--- src/rtl/buffer_pool_with_handoff_fifo_unit_assert.svh ---
// ----------------------------------------------------------------------------
// Buffer pool assertion macros
// Clocked on clk, disabled while arst_n is low; empty in synthesis.
// ----------------------------------------------------------------------------
`ifndef BUFFER_POOL_WITH_HANDOFF_FIFO_UNIT_ASSERT_SVH
`define BUFFER_POOL_WITH_HANDOFF_FIFO_UNIT_ASSERT_SVH

`ifndef SYNTHESIS
// condition holds at every edge
`define BPF_ASSERT(lbl, prop) \
	lbl: assert property (@(posedge clk) disable iff (!arst_n) (prop)) \
		else $error("buffer pool assertion failed");
// antecedent implies consequent at the next cycle
`define BPF_ASSERT_NEXT(lbl, ante, cons) \
	lbl: assert property (@(posedge clk) disable iff (!arst_n) (ante) |=> (cons)) \
		else $error("buffer pool assertion failed");
`else
`define BPF_ASSERT(lbl, prop)
`define BPF_ASSERT_NEXT(lbl, ante, cons)
`endif

`endif

--- src/rtl/bpf_pkg.sv ---
// ----------------------------------------------------------------------------
// Buffer pool package
// Sizes and command codes shared by the buffer pool files.
// ----------------------------------------------------------------------------
package bpf_pkg;

	// slot index field is 3 bits wide, so the pool and the queue hold 8
	localparam int SLOTS   = 8;
	localparam int SLOT_W  = 3;
	localparam int PTR_W   = $clog2(SLOTS);
	localparam int CNT_W   = $clog2(SLOTS + 1);
	localparam int CMD_W   = 3;

	typedef logic [CMD_W-1:0]  cmd_t;
	typedef logic [SLOT_W-1:0] slot_t;

	localparam cmd_t CMD_ALLOC   = 3'd0;
	localparam cmd_t CMD_ENQUEUE = 3'd1;
	localparam cmd_t CMD_DEQUEUE = 3'd2;
	localparam cmd_t CMD_RELEASE = 3'd3;
	localparam cmd_t CMD_SET_DONE = 3'd4;

endpackage

--- src/rtl/bpf_if.sv ---
// ----------------------------------------------------------------------------
// Buffer pool channels
// Valid/ready request and response channels of the buffer pool.
// ----------------------------------------------------------------------------
interface bpf_req_if;
	logic           valid;
	logic           ready;
	bpf_pkg::cmd_t  cmd;
	bpf_pkg::slot_t slot_in;
	logic           done_value;

	modport source (output valid, cmd, slot_in, done_value, input ready);
	modport sink   (input valid, cmd, slot_in, done_value, output ready);
endinterface

interface bpf_rsp_if;
	logic           valid;
	logic           ready;
	bpf_pkg::slot_t slot_out;
	logic           ok;
	logic           queue_empty;
	logic           reader_done;
	logic           may_release;

	modport source (output valid, slot_out, ok, queue_empty, reader_done, may_release,
		input ready);
	modport sink   (input valid, slot_out, ok, queue_empty, reader_done, may_release,
		output ready);
endinterface

--- src/rtl/buffer_pool_with_handoff_fifo_unit.sv ---
// ----------------------------------------------------------------------------
// Buffer pool with handoff FIFO
// Allocates the lowest free slot, releases slots, queues filled slot indices
// and keeps a reader-done flag; one response per request.
// ----------------------------------------------------------------------------
//  channel  dir  payload
//  req      in   cmd, slot_in, done_value
//  rsp      out  slot_out, ok, queue_empty, reader_done, may_release
//
//  A req transfer reaches its rsp through the input register, then the result
//  register; one request per cycle unless rsp stalls, set by the single update step.
//  Reset frees every slot, empties the queue and clears the flag.
//  A stalled rsp holds the next request in the input register; req.ready
//  drops only while both registers are full.
`include "buffer_pool_with_handoff_fifo_unit_assert.svh"

module buffer_pool_with_handoff_fifo_unit (
	input logic        clk,
	input logic        arst_n,
	bpf_req_if.sink    req,
	bpf_rsp_if.source  rsp
);

	// input register
	logic           valid_s1;
	bpf_pkg::cmd_t  cmd_s1;
	bpf_pkg::slot_t slot_s1;
	logic           done_s1;

	// state
	logic [bpf_pkg::SLOTS-1:0]  free_q;
	bpf_pkg::slot_t             entries_q [bpf_pkg::SLOTS];
	logic [bpf_pkg::PTR_W-1:0]  rd_ptr_q;
	logic [bpf_pkg::PTR_W-1:0]  wr_ptr_q;
	logic [bpf_pkg::CNT_W-1:0]  cnt_q;
	logic                       done_q;

	// result register
	logic           out_valid_q;
	bpf_pkg::slot_t slot_out_q;
	logic           ok_q;
	logic           empty_q;
	logic           rdone_q;

	// next-state logic
	logic                       advance;
	logic                       alloc_found;
	bpf_pkg::slot_t             alloc_idx;
	logic [bpf_pkg::SLOTS-1:0]  free_nxt;
	logic                       done_nxt;
	logic                       push;
	logic                       pop;
	logic [bpf_pkg::CNT_W-1:0]  cnt_nxt;
	bpf_pkg::slot_t             slot_out_nxt;
	logic                       ok_nxt;

	assign advance   = valid_s1 && (!out_valid_q || rsp.ready);
	assign req.ready = !valid_s1 || advance;

	always_ff @(posedge clk or negedge arst_n) begin
		if (!arst_n) begin
			valid_s1 <= 1'b0;
		end else if (req.ready) begin
			valid_s1 <= req.valid;
		end
	end

	always_ff @(posedge clk) begin
		if (req.valid && req.ready) begin
			cmd_s1  <= req.cmd;
			slot_s1 <= req.slot_in;
			done_s1 <= req.done_value;
		end
	end

	// lowest free slot
	always_comb begin
		alloc_found = 1'b0;
		alloc_idx   = '0;
		for (int i = bpf_pkg::SLOTS - 1; i >= 0; i--) begin
			if (free_q[i]) begin
				alloc_found = 1'b1;
				alloc_idx   = bpf_pkg::SLOT_W'(i);
			end
		end
	end

	// slot_in always lies below SLOTS at this field width
	always_comb begin
		free_nxt     = free_q;
		done_nxt     = done_q;
		push         = 1'b0;
		pop          = 1'b0;
		slot_out_nxt = '0;
		ok_nxt       = 1'b0;
		case (cmd_s1)
			bpf_pkg::CMD_ALLOC: begin
				if (alloc_found) begin
					free_nxt[alloc_idx] = 1'b0;
					slot_out_nxt        = alloc_idx;
					ok_nxt              = 1'b1;
				end
			end
			bpf_pkg::CMD_ENQUEUE: begin
				if (cnt_q != bpf_pkg::CNT_W'(bpf_pkg::SLOTS)) begin
					push   = 1'b1;
					ok_nxt = 1'b1;
				end
			end
			bpf_pkg::CMD_DEQUEUE: begin
				if (cnt_q != '0) begin
					pop          = 1'b1;
					slot_out_nxt = entries_q[rd_ptr_q];
					ok_nxt       = 1'b1;
				end
			end
			bpf_pkg::CMD_RELEASE: begin
				free_nxt[slot_s1] = 1'b1;
			end
			bpf_pkg::CMD_SET_DONE: begin
				done_nxt = done_s1;
			end
			default: begin
			end
		endcase
	end

	always_comb begin
		if (push) begin
			cnt_nxt = cnt_q + 1'b1;
		end else if (pop) begin
			cnt_nxt = cnt_q - 1'b1;
		end else begin
			cnt_nxt = cnt_q;
		end
	end

	always_ff @(posedge clk or negedge arst_n) begin
		if (!arst_n) begin
			free_q   <= '1;
			done_q   <= 1'b0;
			cnt_q    <= '0;
			rd_ptr_q <= '0;
			wr_ptr_q <= '0;
		end else if (advance) begin
			free_q <= free_nxt;
			done_q <= done_nxt;
			cnt_q  <= cnt_nxt;
			// queue depth is a power of two, so the pointers wrap by themselves
			if (push) begin
				wr_ptr_q <= wr_ptr_q + 1'b1;
			end
			if (pop) begin
				rd_ptr_q <= rd_ptr_q + 1'b1;
			end
		end
	end

	always_ff @(posedge clk) begin
		if (advance && push) begin
			entries_q[wr_ptr_q] <= slot_s1;
		end
	end

	always_ff @(posedge clk or negedge arst_n) begin
		if (!arst_n) begin
			out_valid_q <= 1'b0;
		end else if (advance) begin
			out_valid_q <= 1'b1;
		end else if (rsp.ready) begin
			out_valid_q <= 1'b0;
		end
	end

	always_ff @(posedge clk) begin
		if (advance) begin
			slot_out_q <= slot_out_nxt;
			ok_q       <= ok_nxt;
			empty_q    <= (cnt_nxt == '0);
			rdone_q    <= done_nxt;
		end
	end

	assign rsp.valid       = out_valid_q;
	assign rsp.slot_out    = slot_out_q;
	assign rsp.ok          = ok_q;
	assign rsp.queue_empty = empty_q;
	assign rsp.reader_done = rdone_q;
	assign rsp.may_release = empty_q && rdone_q;

	`BPF_ASSERT(a_cnt_range, cnt_q <= bpf_pkg::CNT_W'(bpf_pkg::SLOTS))
	`BPF_ASSERT(a_empty_tracks_cnt, !out_valid_q || (empty_q == (cnt_q == '0)))
	`BPF_ASSERT_NEXT(a_alloc_taken, advance && (cmd_s1 == bpf_pkg::CMD_ALLOC) && alloc_found, !free_q[$past(alloc_idx)])
	`BPF_ASSERT_NEXT(a_pop_count, advance && pop, cnt_q == ($past(cnt_q) - 1'b1))

endmodule

--- src/flat_wrapper.sv ---
// flat-port wrapper written by rule: the top's interface ports become plain ports
module buffer_pool_with_handoff_fifo_unit_flat 
  (clk, arst_n, req_valid, req_cmd, req_slot_in, req_done_value, req_ready, rsp_valid, rsp_slot_out, rsp_ok, rsp_queue_empty, rsp_reader_done, rsp_may_release, rsp_ready);
  bpf_req_if req_i ();
  bpf_rsp_if rsp_i ();
  input logic clk;
  input logic arst_n;
  input wire logic [$bits(req_i.valid)-1:0] req_valid;
  input wire logic [$bits(req_i.cmd)-1:0] req_cmd;
  input wire logic [$bits(req_i.slot_in)-1:0] req_slot_in;
  input wire logic [$bits(req_i.done_value)-1:0] req_done_value;
  output wire logic [$bits(req_i.ready)-1:0] req_ready;
  output wire logic [$bits(rsp_i.valid)-1:0] rsp_valid;
  output wire logic [$bits(rsp_i.slot_out)-1:0] rsp_slot_out;
  output wire logic [$bits(rsp_i.ok)-1:0] rsp_ok;
  output wire logic [$bits(rsp_i.queue_empty)-1:0] rsp_queue_empty;
  output wire logic [$bits(rsp_i.reader_done)-1:0] rsp_reader_done;
  output wire logic [$bits(rsp_i.may_release)-1:0] rsp_may_release;
  input wire logic [$bits(rsp_i.ready)-1:0] rsp_ready;
  assign req_i.valid = req_valid;
  assign req_i.cmd = req_cmd;
  assign req_i.slot_in = req_slot_in;
  assign req_i.done_value = req_done_value;
  assign req_ready = req_i.ready;
  assign rsp_valid = rsp_i.valid;
  assign rsp_slot_out = rsp_i.slot_out;
  assign rsp_ok = rsp_i.ok;
  assign rsp_queue_empty = rsp_i.queue_empty;
  assign rsp_reader_done = rsp_i.reader_done;
  assign rsp_may_release = rsp_i.may_release;
  assign rsp_i.ready = rsp_ready;
  buffer_pool_with_handoff_fifo_unit u_core (.clk(clk), .arst_n(arst_n), .req(req_i), .rsp(rsp_i));
endmodule
--- config.mk ---
export PLATFORM = sky130hd
export DESIGN_NAME = buffer_pool_with_handoff_fifo_unit_flat
export DESIGN_NICKNAME = d
export VERILOG_FILES = /design/src/rtl/bpf_pkg.sv /design/src/rtl/bpf_if.sv /design/src/rtl/buffer_pool_with_handoff_fifo_unit.sv /design/src/flat_wrapper.sv
export VERILOG_INCLUDE_DIRS = /design/src /design/src/rtl
export SDC_FILE = /design/constraint.sdc
export NUM_CORES = 1
export LEC_CHECK = 0
export BUFFER_PORTS_ARGS = -buffer_cell sky130_fd_sc_hd__buf_2
export CAP_MARGIN = 20
export CORE_MARGIN = 2
export CORE_UTILIZATION = 53
export CTS_BUF_LIST = sky130_fd_sc_hd__clkbuf_4
export DETAILED_ROUTE_END_ITERATION = 16
export GPL_TIMING_DRIVEN = 0
export PLACE_DENSITY = 0.78
export SETUP_SLACK_MARGIN = 0.02
export SLEW_MARGIN = 10
export SYNTH_ARGS = -nofsm -noshare
export SYNTH_HDL_FRONTEND = slang
export SYNTH_SLANG_ARGS = --single-unit
--- constraint.sdc ---
create_clock -name clk -period 4.5 [get_ports clk]
set_clock_uncertainty 0.1 [all_clocks]
set_input_delay 0.675 -clock clk [delete_from_list [all_inputs] [get_ports clk]]
set_output_delay 0.675 -clock clk [all_outputs]
set_load 0.005 [all_outputs]
==> key figures <==
Run status
  • Status: finished clean

Global route
  • Global Route Usage Sum: 0.1825
  • First-pass GRT wire length: 7300 µm
  • Number of global-route vias before repair: 1593
  • Largest net degree at the start of global routing: 22
  • Antenna violations before repair: 0
  • Global route overflow: 0

Placement
  • DP Area: 0.002839 mm²
  • Port bufs: 19
  • Post-DP HPWL: 3153 µm
  • RePlAce Congestion: 0.8535

Route
  • WL per Instance: 14.97 µm
  • Vias per inst: 5.427
  • Number of routed nets with antenna violations: 0
  • DRC: 0
  • Via count: 1628
  • Drt pass-1 iters: 4
  • Final wirelength: 4490 µm
  • 1st-iter DRT viols: 143

Synth
  • #FFs+latches synth: 58
  • Register area share after synthesis: 0.6190
  • Post-synth EDFFs: 37
  • Yosys Warn Count: 0
  • Ys async rst share: 0.3621
  • Main synth FF type: edfxtp_1
  • Synthesized area: 0.002660 mm²
  • Distinct cells, synth: 49
  • Synthesized instance count: 198
  • Syn Area/Cell: 13.43 µm²
  • Syn Nets: 214

CTS
  • Num CTS Buffers: 9
  • Clk Latency, worst-skew pair: 390 ps
  • Post-CTS Setup Inserts: 0
  • CTS root buffer: clkbuf_4
  • CTS resizes: 0
  • Num Clock Sinks: 58
  • CTS tree: yes
  • CTS clock-pin slew for the worst setup and hold paths: 100 ps
  • Maximum clock insertion buffer count: 2
  • CTS H-tree lvls: 3
  • # hold bufs at CTS: 0

Worst setup path
  • CP Data Required Time: 4440 ps
  • Worst Path Buf+Inv: 1
  • Delay-heaviest family, CP: simple AND/OR/NAND/NOR gates
  • CP Class: flip-flop to flip-flop
  • Crit path max fanout: 8
  • Worst Setup End Kind: flip-flop
  • Crit-path slowest cell: dfrtp_1
  • Slowest stage delay, CP: 490 ps
  • Worst reg2reg path depth: 7
  • Worst R2R Start: u_core.cnt_q[1]$_DFFE_PN0P_
  • Worst Path Arrival: 2120 ps
  • CP cell instances: inv_1 > ha_1 > nand3b_2 > nand2_4 > nor2_1 > nand2_1 > nor3_1
  • Flop2flop setup slack: 2320 ps
  • Reg-to-Reg End: u_core.entries_q[1][2]$_DFFE_PP_
  • Crit path depth: 7
  • Crit start category: flip-flop

Die
  • # rows: 25
  • Core Area: 0.004786 mm²
  • IO Count: 20
  • Initial Utilization: 0.5558
  • Die W: 74.85 µm
  • Die Ht: 74.85 µm
  • Die area: 0.005602 mm²

Layout
  • Most frequent cells in the layout: 37 x edfxtp_1, 20 x buf_2, 19 x nand2_1, 17 x nor2_1, 13 x dfrtp_1
  • Most common cell after layout, fill and taps aside: edfxtp_1
  • Area growth syn-to-layout: 11.76%
  • Filler cells: 374
  • Share of layout cells above drive strength 1: 0.2790
  • Fin nets: 244
  • Ant diodes: 0
  • Final Cell Area: 0.002973 mm²

Flow run
  • Max Cap Viol: 0

Timing
  • Hold Violations, Final: 0
  • Max-slew violations: 0
  • Final count of negative-setup-slack endpoints: 0
  • Final Cycle Share: 0.4852
  • RSZ-0062 raised after global routing: false
  • Rel. slew slack: 0.6706
  • Least-Margin Pin Slew: 494.0 ps
  • FMAX: 0.4580 GHz
  • Post-layout min period: 2184 ps
  • Setup TNS: 0 ps

Min path
  • Hold crit path type: primary input to asynchronous set/reset pin

Pwr
  • Pwr Total: 0.001504 W
  • Static leakage: 1.144 nW
  • P per Cell Area: 505.8 mW/mm²
  • VDD IR max: 261.3 µV
## kinds of logic after synthesis
kind of cell	Yosys count	share of synthesized area
simple gates	74	0.1533
buf+inv	14	0.02446
flops	58	0.6190
compound gates	27	0.07902
mux	12	0.07432
xor+xnor	8	0.02634
fa+ha+maj	5	0.02352
## synthesized netlist by cell type (2+ instances only)
master,number,area (µm²)
a32oi_1,2,17.52
a31oi_1,4,25.02
o21bai_1,2,15.01
nand2b_1,8,50.05
mux4_2,6,135.1
xor2_1,3,26.28
dfrtp_1,13,325.3
o22ai_1,4,25.02
clkbuf_1,2,7.510
inv_1,8,30.03
nor2b_1,2,12.51
nand3_1,3,15.01
xnor2_1,5,43.79
nand4_1,2,12.51
nand2_1,19,71.32
o31ai_1,2,15.01
nor3_2,2,20.02
edfxtp_1,37,1111
mux2i_1,4,40.04
a21oi_1,6,30.03
dfstp_2,8,210.2
nor2_2,3,18.77
nor2_1,17,63.81
and2_1,3,18.77
nor3_1,5,25.02
ha_1,5,62.56
## flip-flops by register name, summed over array words and instances, names as in the netlist, 3 cells and up
signal and count:
u_core.slot_s1 3, u_core.free_q 8, u_core.wr_ptr_q 3, u_core.cnt_q 4, u_core.cmd_s1 3, u_core.rsp.slot_out 3
u_core.rd_ptr_q 3, u_core.entries_q 24
## through the flow
step / setup WS (ps) / hold WS (ps) / util / instances
finish: 2316 / 138.3 / 0.6212 / 300
CTS: 2311 / 136.4 / 0.6212 / 300
floorplan: 2516 / 279.4 / - / 198
global placement: 2079 / 356.8 / 0.5932 / 284
global route: 2106 / 149.5 / 0.6212 / 300
detailed placement: 2084 / 373.4 / 0.5932 / 284
## how the worst max path moves through the flow
stage | startpoint | endpoint | slack, ps
detailed placement | rsp_ready | u_core.entries_q[1][1]$_DFFE_PP_ | 2080
finish | u_core.cnt_q[1]$_DFFE_PN0P_ | u_core.entries_q[1][2]$_DFFE_PP_ | 2320
CTS | u_core.cnt_q[1]$_DFFE_PN0P_ | u_core.entries_q[1][0]$_DFFE_PP_ | 2310
global route | u_core.cnt_q[1]$_DFFE_PN0P_ | u_core.entries_q[1][2]$_DFFE_PP_ | 2110
floorplan | rsp_ready | u_core.entries_q[1][0]$_DFFE_PP_ | 2520
global placement | rsp_ready | u_core.entries_q[1][1]$_DFFE_PP_ | 2080
## layer usage
layer	wire [µm]	up-vias	part of all wire	track usage
li1	-	787	-	-
met3	179	11	0.040	0.04552
met4	108	0	0.024	0.1151
met5	0	-	0	0
met2	2154	37	0.48	0.2719
met1	2048	793	0.46	0.2403
## power by group
part	switching, W	internal (W)	leakage [nW]
combinational	0.000198	0.000186	0.480
sequential	0.0000916	0.000665	0.585
clock	0.000177	0.000185	0.0787
## area by class of cell
class / count / area (µm²) / area share
Sequential cell: 58 / 1647 / 0.5539
Multi-Input combinational cell: 126 / 948.4 / 0.3190
Timing Repair Buffer: 19 / 95.09 / 0.03199
Clock buffer: 12 / 90.09 / 0.03030
Tap cell: 67 / 83.83 / 0.02820
Clock inverter: 4 / 43.79 / 0.01473
Inverter: 9 / 33.78 / 0.01136
Buffer: 5 / 31.28 / 0.01052
No activity file was read; power rests on OpenSTA's default activity.
